### src/rtl/htlm_pkg.sv
// ----------------------------------------------------------------------------
// htlm_pkg
// Shared types and codes for the lockable tree block.
// ----------------------------------------------------------------------------
package htlm_pkg;

  localparam int NODES_DEF = 64;
  localparam int ID_W      = 6;

  // request codes on req_type
  typedef enum logic [1:0] {
    REQ_SET_PARENT = 2'd0,
    REQ_LOCK       = 2'd1,
    REQ_UNLOCK     = 2'd2,
    REQ_QUERY      = 2'd3
  } req_e;

  // result word handed from the sequencer to the output register
  typedef struct packed {
    logic took;
    logic locked;
  } res_t;

endpackage

### src/rtl/htlm_node_ram.sv
// ----------------------------------------------------------------------------
// htlm_node_ram
// Node table: one write port, one read port, registered read data.
// ----------------------------------------------------------------------------
module htlm_node_ram #(
  parameter int DEPTH = 64,
  parameter int AW    = 6,
  parameter int DW    = 16
) (
  input  logic          clk_i,
  input  logic          we_i,
  input  logic [AW-1:0] waddr_i,
  input  logic [DW-1:0] wdata_i,
  input  logic [AW-1:0] raddr_i,
  output logic [DW-1:0] rdata_o
);

  logic [DW-1:0] mem_q [DEPTH];
  logic [DW-1:0] rdata_q;

  always_ff @(posedge clk_i) begin
    if (we_i) begin
      mem_q[waddr_i] <= wdata_i;
    end
    rdata_q <= mem_q[raddr_i];
  end

  assign rdata_o = rdata_q;

endmodule

### src/rtl/htlm_ctrl.sv
// ----------------------------------------------------------------------------
// htlm_ctrl
// Request sequencer: reads the addressed node, walks the ancestor chain one
// table read per hop, and does read-modify-write updates of the counts.
// ----------------------------------------------------------------------------
module htlm_ctrl #(
  parameter int  NODES = htlm_pkg::NODES_DEF,
  localparam int NW    = $clog2(NODES),
  localparam int CW    = $clog2(NODES * NODES + 1),
  localparam int EW    = NW + CW + 2
) (
  input  logic                      clk_i,
  input  logic                      rst_ni,
  input  logic                      in_valid_i,
  output logic                      in_stall_o,
  input  logic [1:0]                req_type_i,
  input  logic [htlm_pkg::ID_W-1:0] node_id_i,
  input  logic [htlm_pkg::ID_W-1:0] parent_id_i,
  input  logic                      has_parent_i,
  output logic                      res_valid_o,
  output htlm_pkg::res_t            res_o,
  input  logic                      res_ready_i,
  output logic                      mem_we_o,
  output logic [NW-1:0]             mem_waddr_o,
  output logic [EW-1:0]             mem_wdata_o,
  output logic [NW-1:0]             mem_raddr_o,
  input  logic [EW-1:0]             mem_rdata_i
);

  localparam int HW = $clog2(NODES + 1);
  localparam int TW = $clog2(NODES + 1);

  typedef struct packed {
    logic          valid;
    logic [NW-1:0] link;
    logic          lock;
    logic [CW-1:0] cnt;
  } ent_t;

  typedef enum logic [3:0] {
    ST_CLEAR,
    ST_IDLE,
    ST_NODE_RD,
    ST_NODE_CHK,
    ST_CHK_RD,
    ST_CHK_EVAL,
    ST_LOCK_SET,
    ST_ADJ_RD,
    ST_ADJ_UPD,
    ST_DONE
  } state_e;

  state_e           state_q, state_d;
  htlm_pkg::req_e   req_q, req_d;
  logic [NW-1:0]    node_q, node_d;
  logic [NW-1:0]    par_q, par_d;
  logic             hasp_q, hasp_d;
  logic             par_ok_q, par_ok_d;
  ent_t             ent_q, ent_d;
  logic [NW-1:0]    cur_q, cur_d;
  logic [HW-1:0]    hop_q, hop_d;
  logic [TW-1:0]    total_q, total_d;
  logic [NW-1:0]    clr_q, clr_d;
  htlm_pkg::res_t   res_q, res_d;

  always_comb begin
    ent_t rd;
    ent_t wr;
    rd          = ent_t'(mem_rdata_i);
    wr          = rd;
    state_d     = state_q;
    req_d       = req_q;
    node_d      = node_q;
    par_d       = par_q;
    hasp_d      = hasp_q;
    par_ok_d    = par_ok_q;
    ent_d       = ent_q;
    cur_d       = cur_q;
    hop_d       = hop_q;
    total_d     = total_q;
    clr_d       = clr_q;
    res_d       = res_q;
    mem_we_o    = 1'b0;
    mem_waddr_o = cur_q;
    mem_raddr_o = cur_q;
    res_valid_o = 1'b0;

    case (state_q)
      ST_CLEAR: begin
        // zero every entry: roots, unlocked, counts at zero
        mem_we_o    = 1'b1;
        mem_waddr_o = clr_q;
        wr          = '0;
        clr_d       = clr_q + NW'(1);
        if (clr_q == NW'(NODES - 1)) begin
          state_d = ST_IDLE;
        end
      end

      ST_IDLE: begin
        if (in_valid_i) begin
          req_d    = htlm_pkg::req_e'(req_type_i);
          node_d   = NW'(node_id_i);
          par_d    = NW'(parent_id_i);
          hasp_d   = has_parent_i;
          par_ok_d = 32'(parent_id_i) < NODES;
          if (32'(node_id_i) < NODES) begin
            state_d = ST_NODE_RD;
          end else begin
            res_d   = '0;
            state_d = ST_DONE;
          end
        end
      end

      ST_NODE_RD: begin
        mem_raddr_o = node_q;
        state_d     = ST_NODE_CHK;
      end

      ST_NODE_CHK: begin
        ent_d        = rd;
        cur_d        = rd.link;
        hop_d        = HW'(1);
        res_d.took   = 1'b0;
        res_d.locked = rd.lock;
        state_d      = ST_DONE;
        case (req_q)
          htlm_pkg::REQ_SET_PARENT: begin
            if (total_q == '0 && (!hasp_q || par_ok_q)) begin
              wr.valid    = hasp_q;
              if (hasp_q) begin
                wr.link = par_q;
              end
              mem_we_o    = 1'b1;
              mem_waddr_o = node_q;
              res_d.took  = 1'b1;
            end
          end
          htlm_pkg::REQ_LOCK: begin
            if (!rd.lock && rd.cnt == '0) begin
              state_d = rd.valid ? ST_CHK_RD : ST_LOCK_SET;
            end
          end
          htlm_pkg::REQ_UNLOCK: begin
            if (rd.lock) begin
              wr.lock      = 1'b0;
              mem_we_o     = 1'b1;
              mem_waddr_o  = node_q;
              total_d      = (total_q != '0) ? total_q - TW'(1) : total_q;
              res_d.took   = 1'b1;
              res_d.locked = 1'b0;
              state_d      = rd.valid ? ST_ADJ_RD : ST_DONE;
            end
          end
          default: begin
          end
        endcase
      end

      ST_CHK_RD: begin
        state_d = ST_CHK_EVAL;
      end

      ST_CHK_EVAL: begin
        if (rd.lock) begin
          // locked ancestor: refused, node stays unlocked
          state_d = ST_DONE;
        end else if (rd.valid && hop_q != HW'(NODES)) begin
          cur_d   = rd.link;
          hop_d   = hop_q + HW'(1);
          state_d = ST_CHK_RD;
        end else begin
          state_d = ST_LOCK_SET;
        end
      end

      ST_LOCK_SET: begin
        wr           = ent_q;
        wr.lock      = 1'b1;
        mem_we_o     = 1'b1;
        mem_waddr_o  = node_q;
        total_d      = total_q + TW'(1);
        res_d.took   = 1'b1;
        res_d.locked = 1'b1;
        cur_d        = ent_q.link;
        hop_d        = HW'(1);
        state_d      = ent_q.valid ? ST_ADJ_RD : ST_DONE;
      end

      ST_ADJ_RD: begin
        state_d = ST_ADJ_UPD;
      end

      ST_ADJ_UPD: begin
        if (req_q == htlm_pkg::REQ_LOCK) begin
          wr.cnt = rd.cnt + CW'(1);
        end else if (rd.cnt != '0) begin
          wr.cnt = rd.cnt - CW'(1);
        end
        mem_we_o = 1'b1;
        if (rd.valid && hop_q != HW'(NODES)) begin
          cur_d   = rd.link;
          hop_d   = hop_q + HW'(1);
          state_d = ST_ADJ_RD;
        end else begin
          state_d = ST_DONE;
        end
      end

      ST_DONE: begin
        res_valid_o = 1'b1;
        if (res_ready_i) begin
          state_d = ST_IDLE;
        end
      end

      default: begin
        state_d = ST_IDLE;
      end
    endcase

    mem_wdata_o = wr;
  end

  always_ff @(posedge clk_i or negedge rst_ni) begin
    if (!rst_ni) begin
      state_q  <= ST_CLEAR;
      clr_q    <= '0;
      total_q  <= '0;
      req_q    <= htlm_pkg::REQ_QUERY;
      node_q   <= '0;
      par_q    <= '0;
      hasp_q   <= 1'b0;
      par_ok_q <= 1'b0;
      ent_q    <= '0;
      cur_q    <= '0;
      hop_q    <= '0;
      res_q    <= '0;
    end else begin
      state_q  <= state_d;
      clr_q    <= clr_d;
      total_q  <= total_d;
      req_q    <= req_d;
      node_q   <= node_d;
      par_q    <= par_d;
      hasp_q   <= hasp_d;
      par_ok_q <= par_ok_d;
      ent_q    <= ent_d;
      cur_q    <= cur_d;
      hop_q    <= hop_d;
      res_q    <= res_d;
    end
  end

  assign in_stall_o = (state_q != ST_IDLE);
  assign res_o      = res_q;

endmodule

### src/rtl/hierarchical_tree_lock_manager.sv
// ----------------------------------------------------------------------------
// hierarchical_tree_lock_manager
// Lockable tree of NODES nodes with per-node counts of locked descendants.
// ----------------------------------------------------------------------------
// After reset the block sweeps its node table, one entry per cycle, and
// holds in_stall_o high until the sweep is done. Each request then runs
// on the table's read and write ports under a small sequencer. Query, set
// parent, unlock of an unlocked node and a lock refused at the node itself
// read the node and finish; a node index at or above NODES is answered
// without a table read. Unlock writes the node, then does one read and one
// write per ancestor for the count update. A granted lock does one table
// read per hop for the ancestor check, writes the lock bit, then does one
// read and one write per hop for the count update; the ancestor walks are
// capped at NODES hops. A lock refused by a locked ancestor stops there.
// A finished result waits in the sequencer while the output register holds
// a stalled word. Once the result is loaded the sequencer is idle again and
// can take the next word, while that result may still wait on the output
// register.
// Counts are kept wide enough for a parent table with cycles, where one
// lock can bump a node's count once per trip round the loop.
// ----------------------------------------------------------------------------
module hierarchical_tree_lock_manager #(
  parameter int NODES = htlm_pkg::NODES_DEF
) (
  input  logic                      clk_i,
  input  logic                      rst_ni,
  input  logic                      in_valid_i,
  output logic                      in_stall_o,
  input  logic [1:0]                req_type_i,
  input  logic [htlm_pkg::ID_W-1:0] node_id_i,
  input  logic [htlm_pkg::ID_W-1:0] parent_id_i,
  input  logic                      has_parent_i,
  output logic                      out_valid_o,
  input  logic                      out_stall_i,
  output logic                      took_effect_o,
  output logic                      node_locked_o
);

  localparam int NW = $clog2(NODES);
  localparam int CW = $clog2(NODES * NODES + 1);
  localparam int EW = NW + CW + 2;

  logic           mem_we;
  logic [NW-1:0]  mem_waddr;
  logic [EW-1:0]  mem_wdata;
  logic [NW-1:0]  mem_raddr;
  logic [EW-1:0]  mem_rdata;

  logic           res_valid;
  logic           res_ready;
  htlm_pkg::res_t res;

  logic           out_valid_q;
  htlm_pkg::res_t out_q;

  // entry: parent valid, parent link, lock bit, locked-descendant count
  htlm_node_ram #(
    .DEPTH (NODES),
    .AW    (NW),
    .DW    (EW)
  ) u_ram (
    .clk_i   (clk_i),
    .we_i    (mem_we),
    .waddr_i (mem_waddr),
    .wdata_i (mem_wdata),
    .raddr_i (mem_raddr),
    .rdata_o (mem_rdata)
  );

  htlm_ctrl #(
    .NODES (NODES)
  ) u_ctrl (
    .clk_i        (clk_i),
    .rst_ni       (rst_ni),
    .in_valid_i   (in_valid_i),
    .in_stall_o   (in_stall_o),
    .req_type_i   (req_type_i),
    .node_id_i    (node_id_i),
    .parent_id_i  (parent_id_i),
    .has_parent_i (has_parent_i),
    .res_valid_o  (res_valid),
    .res_o        (res),
    .res_ready_i  (res_ready),
    .mem_we_o     (mem_we),
    .mem_waddr_o  (mem_waddr),
    .mem_wdata_o  (mem_wdata),
    .mem_raddr_o  (mem_raddr),
    .mem_rdata_i  (mem_rdata)
  );

  // output register: free when empty or being taken this cycle
  assign res_ready = !out_valid_q || !out_stall_i;

  always_ff @(posedge clk_i or negedge rst_ni) begin
    if (!rst_ni) begin
      out_valid_q <= 1'b0;
    end else if (res_valid && res_ready) begin
      out_valid_q <= 1'b1;
    end else if (!out_stall_i) begin
      out_valid_q <= 1'b0;
    end
  end

  always_ff @(posedge clk_i) begin
    if (res_valid && res_ready) begin
      out_q <= res;
    end
  end

  assign out_valid_o   = out_valid_q;
  assign took_effect_o = out_q.took;
  assign node_locked_o = out_q.locked;

endmodule

### config.mk
export PLATFORM = sky130hd
export DESIGN_NAME = hierarchical_tree_lock_manager
export DESIGN_NICKNAME = d
export VERILOG_FILES = /design/src/rtl/htlm_pkg.sv /design/src/rtl/htlm_node_ram.sv /design/src/rtl/htlm_ctrl.sv /design/src/rtl/hierarchical_tree_lock_manager.sv
export SDC_FILE = /design/constraint.sdc
export NUM_CORES = 2
export LEC_CHECK = 0
export BUFFER_PORTS_ARGS = -buffer_cell sky130_fd_sc_hd__buf_2
export CORE_ASPECT_RATIO = 0.9
export CORE_UTILIZATION = 59
export CTS_CLUSTER_SIZE = 30
export DETAILED_ROUTE_END_ITERATION = 10
export GPL_ROUTABILITY_DRIVEN = 0
export PLACE_DENSITY_LB_ADDON = 0.2
export SETUP_SLACK_MARGIN = 0.4
export SLEW_MARGIN = 20
export SYNTH_ARGS = -nofsm -noshare
export SYNTH_HDL_FRONTEND = slang
export SYNTH_SLANG_ARGS = --single-unit
### constraint.sdc
create_clock -name clk_i -period 15 [get_ports clk_i]
set_clock_uncertainty 0.1 [all_clocks]
set_input_delay 0 -clock clk_i [delete_from_list [all_inputs] [get_ports clk_i]]
set_output_delay 0 -clock clk_i [all_outputs]
set_load 0.03 [all_outputs]
======== After elaboration in Yosys (flattened, before gate mapping) ========
Memory sizes are Yosys's and may differ from the RTL's. A register that Yosys moved wholly into a read port is not among the register bits.
Index checks and enable logic that the tools add are counted.
word-level totals
  register bits ........................... 71
  memory bits (writable) .................. 1344
  memories kept ........................... 1
memories
  memory       words  width  read ports  clocked after Yosys merged registers in  write ports  line                 text
  u_ram.mem_q  64     21     1           1                                        1            htlm_node_ram.sv:18  logic [DW-1:0] mem_q [DEPTH];
cells by class
  add/subtract/negate cells ............... 6
  multiplexer cells ....................... 49
  reductions and logical operators ........ 26
  equal/unequal tests ..................... 22
operators with widths
  operator               number
  $mux 7                 7
  $pmux 4 s10            1
  $pmux 13 s3            1
  $mux 4                 9
  $mux 6                 6
  $mux 13                2
  $pmux 6 s4             1
  $pmux 8 s3             1
  $pmux 7 s3             1
  $pmux 6 s3             1
  $eq 4x3->1 const B     4
  $add 7x1->7 const B    2
  $pmux 7 s2             1
  $add 13x1->13 const B  1
  $logic_not 13->1       1
  $reduce_bool 13->1     1
  $sub 13x1->13 const B  1
  $pmux 6 s2             1
  $ne 2x2->1 const B     5
  $mux 1                 9
  $eq 4x2->1 const B     2
  $eq 4x4->1 const B     2
  $pmux 4 s2             1
  $logic_not 7->1        1
  26 further kinds       41

======== Depth between registers and ports, before layout ========
  word-level depth ........................ 8
  mapped depth ............................ 13
  gate-level depth less buffers ........... 11

======== Cells and area by module ========
From an unflattened synthesis, not the netlist that was laid out.
unflattened totals
  cells, all modules ...................... 2710
  area total of the unflattened synthesis .. 56396.6 µm²
modules (own cells, without submodules)
  module                          area each (µm²)  seq. area each (µm²)  cells an instance  instances
  htlm_node_ram                   51719.6          40779.1               2190               1
  htlm_ctrl                       4569.4           1704.1                514                1
  hierarchical_tree_lock_manager  107.6            85.1                  6                  1

======== Least setup slack after synthesis ========
OpenSTA, ideal clock, no wires.
  path type ............................... flip-flop to flip-flop
  start ................................... register u_ctrl.state_q[0]
  end ..................................... memory u_ram.mem_q[0][9] (netlist bit), data pin
  setup time .............................. 702 ps
  required time ........................... 14198 ps
  clock period less this slack ............ 4993 ps
  arrival ................................. 4191 ps
  cell stages (with the launch flop) ...... 8
  path slack .............................. 10007 ps
  cell sequence ........................... dfrtp_1 -> buf_2 -> buf_2 -> nor3_1 -> and2_1 -> clkbuf_1 -> a31oi_1 -> o21ai_0
between the ends
  longest elaborated chain between the ends .. 2
  elaborated cells between the ends (all ways) .. 4
  those cells by class .................... 2 x eq/ne; 1 x mux; 1 x reduce/logical
ends and longest elaborated chain
  item                                      line                                  text
  from (decl)                               htlm_ctrl.sv:53                       state_e state_q, state_d;
  from (signal assigned)                    htlm_ctrl.sv:241                      state_q <= state_d;
  $eq 4x4->1, or another cell as far along  htlm_ctrl.sv:88                       case (state_q)
  $pmux 13 s3 *                             htlm_ctrl.sv:88
  named net mem_wdata[9]                    hierarchical_tree_lock_manager.sv:45  logic [EW-1:0] mem_wdata;
  to (decl)                                 htlm_node_ram.sv:18
The timed path passes the listed nets; every way through them passes the cells marked *.

======== Final worst setup path ========
  start ................................... register u_ctrl.state_q[0]
  end ..................................... register u_ram.rdata_q[13], in the netlist u_ram.rdata_o[13], read port of u_ram.mem_q
between the ends
  longest elaborated chain between the ends .. 2
ends and longest elaborated chain
  item        line                 text
  $eq 4x2->1  htlm_ctrl.sv:88
  $mux 6      htlm_ctrl.sv:88
  to (decl)   htlm_node_ram.sv:19  logic [DW-1:0] rdata_q;
Every way passes these cells.
A chain may end at the register's enable or synchronous reset.

==> impl_metrics.json <==
{
  "numCtsBuffers": 141,
  "crit_type": "flop to flop",
  "drive_gt1_share_pct": 10.1,
  "post-cts-setup-buffers": 0,
  "clk_path_buf_depth": 3,
  "tightest_slew_ns": 1.07,
  "antenna_found_initial": 6,
  "worstHoldEndpoint": "took_effect_o",
  "first_pass_iters": 8,
  "grt_max_degree": 184,
  "ys.flop_type": "edfxtp_1",
  "clock_latency_ns": 0.75,
  "vias": 36400,
  "synth.cell_area_um2": 56700,
  "worstPathArrival_ns": 5.72,
  "ir_drop_mv": 0.292,
  "io_pins": 23,
  "cpPeakStageDelay_ns": 0.82,
  "synthCells": 4184,
  "crit_chain": "nor4b_2 -> buf_4 -> mux2_8 -> nor2_4 -> buf_4 -> buf_4 -> a32oi_1 -> o2111ai_1 -> and4_1 -> nand4_1",
  "fillCellCount": 6467,
  "clockRootBuffer": "clkbuf_16",
  "synth_nets": 4218,
  "hold_viol_final": 0,
  "finish.utilization_pct": 66.9,
  "ant_nets": 0,
  "die_x_um": 329,
  "path_buf_inv": 3,
  "synth_warnings": 0,
  "worstHoldStart": "out_stall_i",
  "cts.clk_slew.worst_paths_ns": 0.06,
  "routed_wl_um": 158000,
  "grt_pass1_wl_um": 227000,
  "r2r_cells": 10,
  "reg2reg_setup_slack_ns": 9.75,
  "async_flop_share_pct": 4.81,
  "final_nets": 4260,
  "hp-class": "primary input to flop",
  "portBuffers": 22,
  "drc": 0,
  "post_cts_resized": 0,
  "hpwl_um": 86900,
  "cpMostUsedCell": "buf_4",
  "cts_tree": "done",
  "finalSetupViolCount": 0,
  "synth_cell_types": 71,
  "fin_crit_sh_pct": 35.0,
  "grt_pass1_vias": 34300,
  "drt_iter0_markers": 4988,
  "syn_area_per_cell_um2": 13.5,
  "status": "finished, final reports clean",
  "max_freq_mhz": 190,
  "routedWlPerCell_um": 28.2,
  "initial_core_util_pct": 59.7,
  "cts_hold_buf": 35,
  "max-slew-margin-rel_pct": 28.8,
  "cp-start-kind": "flop",
  "r2r-start": "u_ctrl.state_q[0]",
  "r2r-end": "u_ram.rdata_o[13]",
  "fin_tns_setup_ns": 0,
  "worst_ep_required_time_ns": 15.47,
  "ys_seq_elements": 1436,
  "crit_slowest_cell": "buf_4",
  "path_delay_family": "buffers and inverters",
  "synth_edf_count": 1346,
  "whs_path_depth": 3,
  "fp.coreArea_um2": 94900,
  "globalRouteTotalUtil_pct": 32.5,
  "cp-end-kind": "flop",
  "grt.overflow.total": 0,
  "via_per_inst": 6.50,
  "die_area_um2": 97300,
  "cp_max_fo": 64,
  "rsz0062_at_grt": "false",
  "post-route-min-period_ns": 5.25,
  "synthToLayoutAreaGrowth_pct": 12.0,
  "p_leak_nw": 21.6,
  "numClockSinks": 1436,
  "power_density_nw_per_um2": 231,
  "ys_seq_area_share_pct": 75.1,
  "slew_viol_final": 0,
  "die_h_um": 296,
  "drv_cap": 0,
  "htreeDepth": 4,
  "rows": 107
}
==> flip-flops by register name, summed over array words and instances, names as in the netlist, 6 cells and up <==
signal,cells
u_ram.mem_q,1344
u_ctrl.hop_q,7
u_ctrl.par_q,6
u_ctrl.total_q,7
u_ctrl.ent_q,20
u_ram.rdata_o,21
u_ctrl.node_q,6
u_ctrl.cur_q,6
u_ctrl.clr_q,6
==> tightest hold or removal path: cells and delay by family <==
family	cells	cell delay (ns)
compound gates	1	0.10
buf+inv	2	0.64
==> per-layer routing <==
layer	vias to the layer above	global-route usage, %	routed length [um]
met1	17900	44.8	59700
met5	-	0	35
met2	2354	49.7	72100
met3	381	7.79	19200
li1	15700	-	-
met4	6	14.6	6960
==> cells by family after synthesis <==
family,Yosys count,synth area share [%]
DFF,1436,75.1
and+or+nand+nor,1883,14.3
xor gates and xnor gates,17,0.263
AOI/OAI and AO/OA,426,5.53
buffers and inverters,274,2.03
muxes,133,2.39
adders and majority gates,15,0.344
==> cells in the mapped netlist (14+ instances only) <==
cell type | count | share of area, %
a21oi_1 | 35 | 0.31
nor3_1 | 16 | 0.14
buf_1 | 24 | 0.16
a221o_1 | 16 | 0.28
a31oi_1 | 132 | 1.5
nand2_1 | 1117 | 7.4
buf_2 | 75 | 0.66
o2111ai_1 | 61 | 0.94
and2_1 | 14 | 0.15
dfxtp_1 | 21 | 0.74
clkbuf_1 | 148 | 0.98
inv_1 | 17 | 0.11
mux2_2 | 21 | 0.42
mux2i_1 | 112 | 2.0
and4_1 | 22 | 0.34
edfxtp_1 | 1346 | 71
and3_1 | 28 | 0.31
ha_1 | 14 | 0.31
nand4_1 | 88 | 0.97
o21ai_0 | 34 | 0.30
a32oi_1 | 104 | 1.6
nor2_1 | 225 | 1.5
nand3_1 | 315 | 2.8
dfrtp_1 | 67 | 3.0
==> where the power goes <==
group          total, W  switching, W  internal [W]
sequential      0.00590      0.000255       0.00564
combinational   0.00526       0.00406       0.00119
clock           0.00351       0.00150       0.00202
total            0.0147       0.00582       0.00885
==> area by class of cell <==
| type | count | area, um^2 | share of cell area (%) |
|---|---|---|---|
| sequential | 1436 | 42600 | 67.0 |
| timing repair buffer | 154 | 1240 | 1.95 |
| clock inverter | 60 | 669 | 1.05 |
| tap | 1253 | 1570 | 2.47 |
| antenna | 1 | 2.50 | 0.00394 |
| inverter | 19 | 71.3 | 0.112 |
| clock buffer | 198 | 3900 | 6.14 |
| multi-input combinational | 2474 | 13500 | 21.2 |
==> placed cells by master (no fill, tap or decap), drive strengths merged, types with 26 or more instances in the layout <==
cell type / instances
clkinv: 41
nor2: 226
nand3: 315
nand2: 1117
a21oi: 36
inv: 26
a32oi: 104
a31oi: 132
edfxtp: 1346
and3: 28
dfrtp: 67
dlygate4sd3: 35
o2111ai: 61
o21ai: 35
nand4: 88
mux2i: 112
clkbuf: 199
buf: 118
==> metrics by stage <==
step                instances  setup slack (ns)  total power (W)  cell area, um^2  hold WS, ns
floorplan                4184             10.01          0.00889            56700       -0.396
global placement         5300              9.97           0.0110            58600        0.135
detailed placement       5300              9.84           0.0111            58600        0.141
CTS                      5593              9.81           0.0145            63500       0.0108
global route             5594              9.59           0.0151            63500       0.0733
finish                   5595              9.75           0.0147            63500       0.0689
==> worst max path at each step <==
stage / start / end / cells past startpoint
final: u_ctrl.state_q[0] / u_ram.rdata_o[13] / 10
after global routing: u_ctrl.state_q[0] / u_ram.rdata_o[13] / 11
after CTS: u_ctrl.state_q[3] / u_ram.mem_q[25][17] / 6
after detailed placement: u_ctrl.state_q[3] / u_ram.mem_q[25][11] / 6
after global placement: u_ctrl.state_q[0] / u_ram.rdata_o[13] / 10
after floorplan: u_ctrl.state_q[0] / u_ram.mem_q[0][9] / 7
Power figures use the tool's default switching activity.
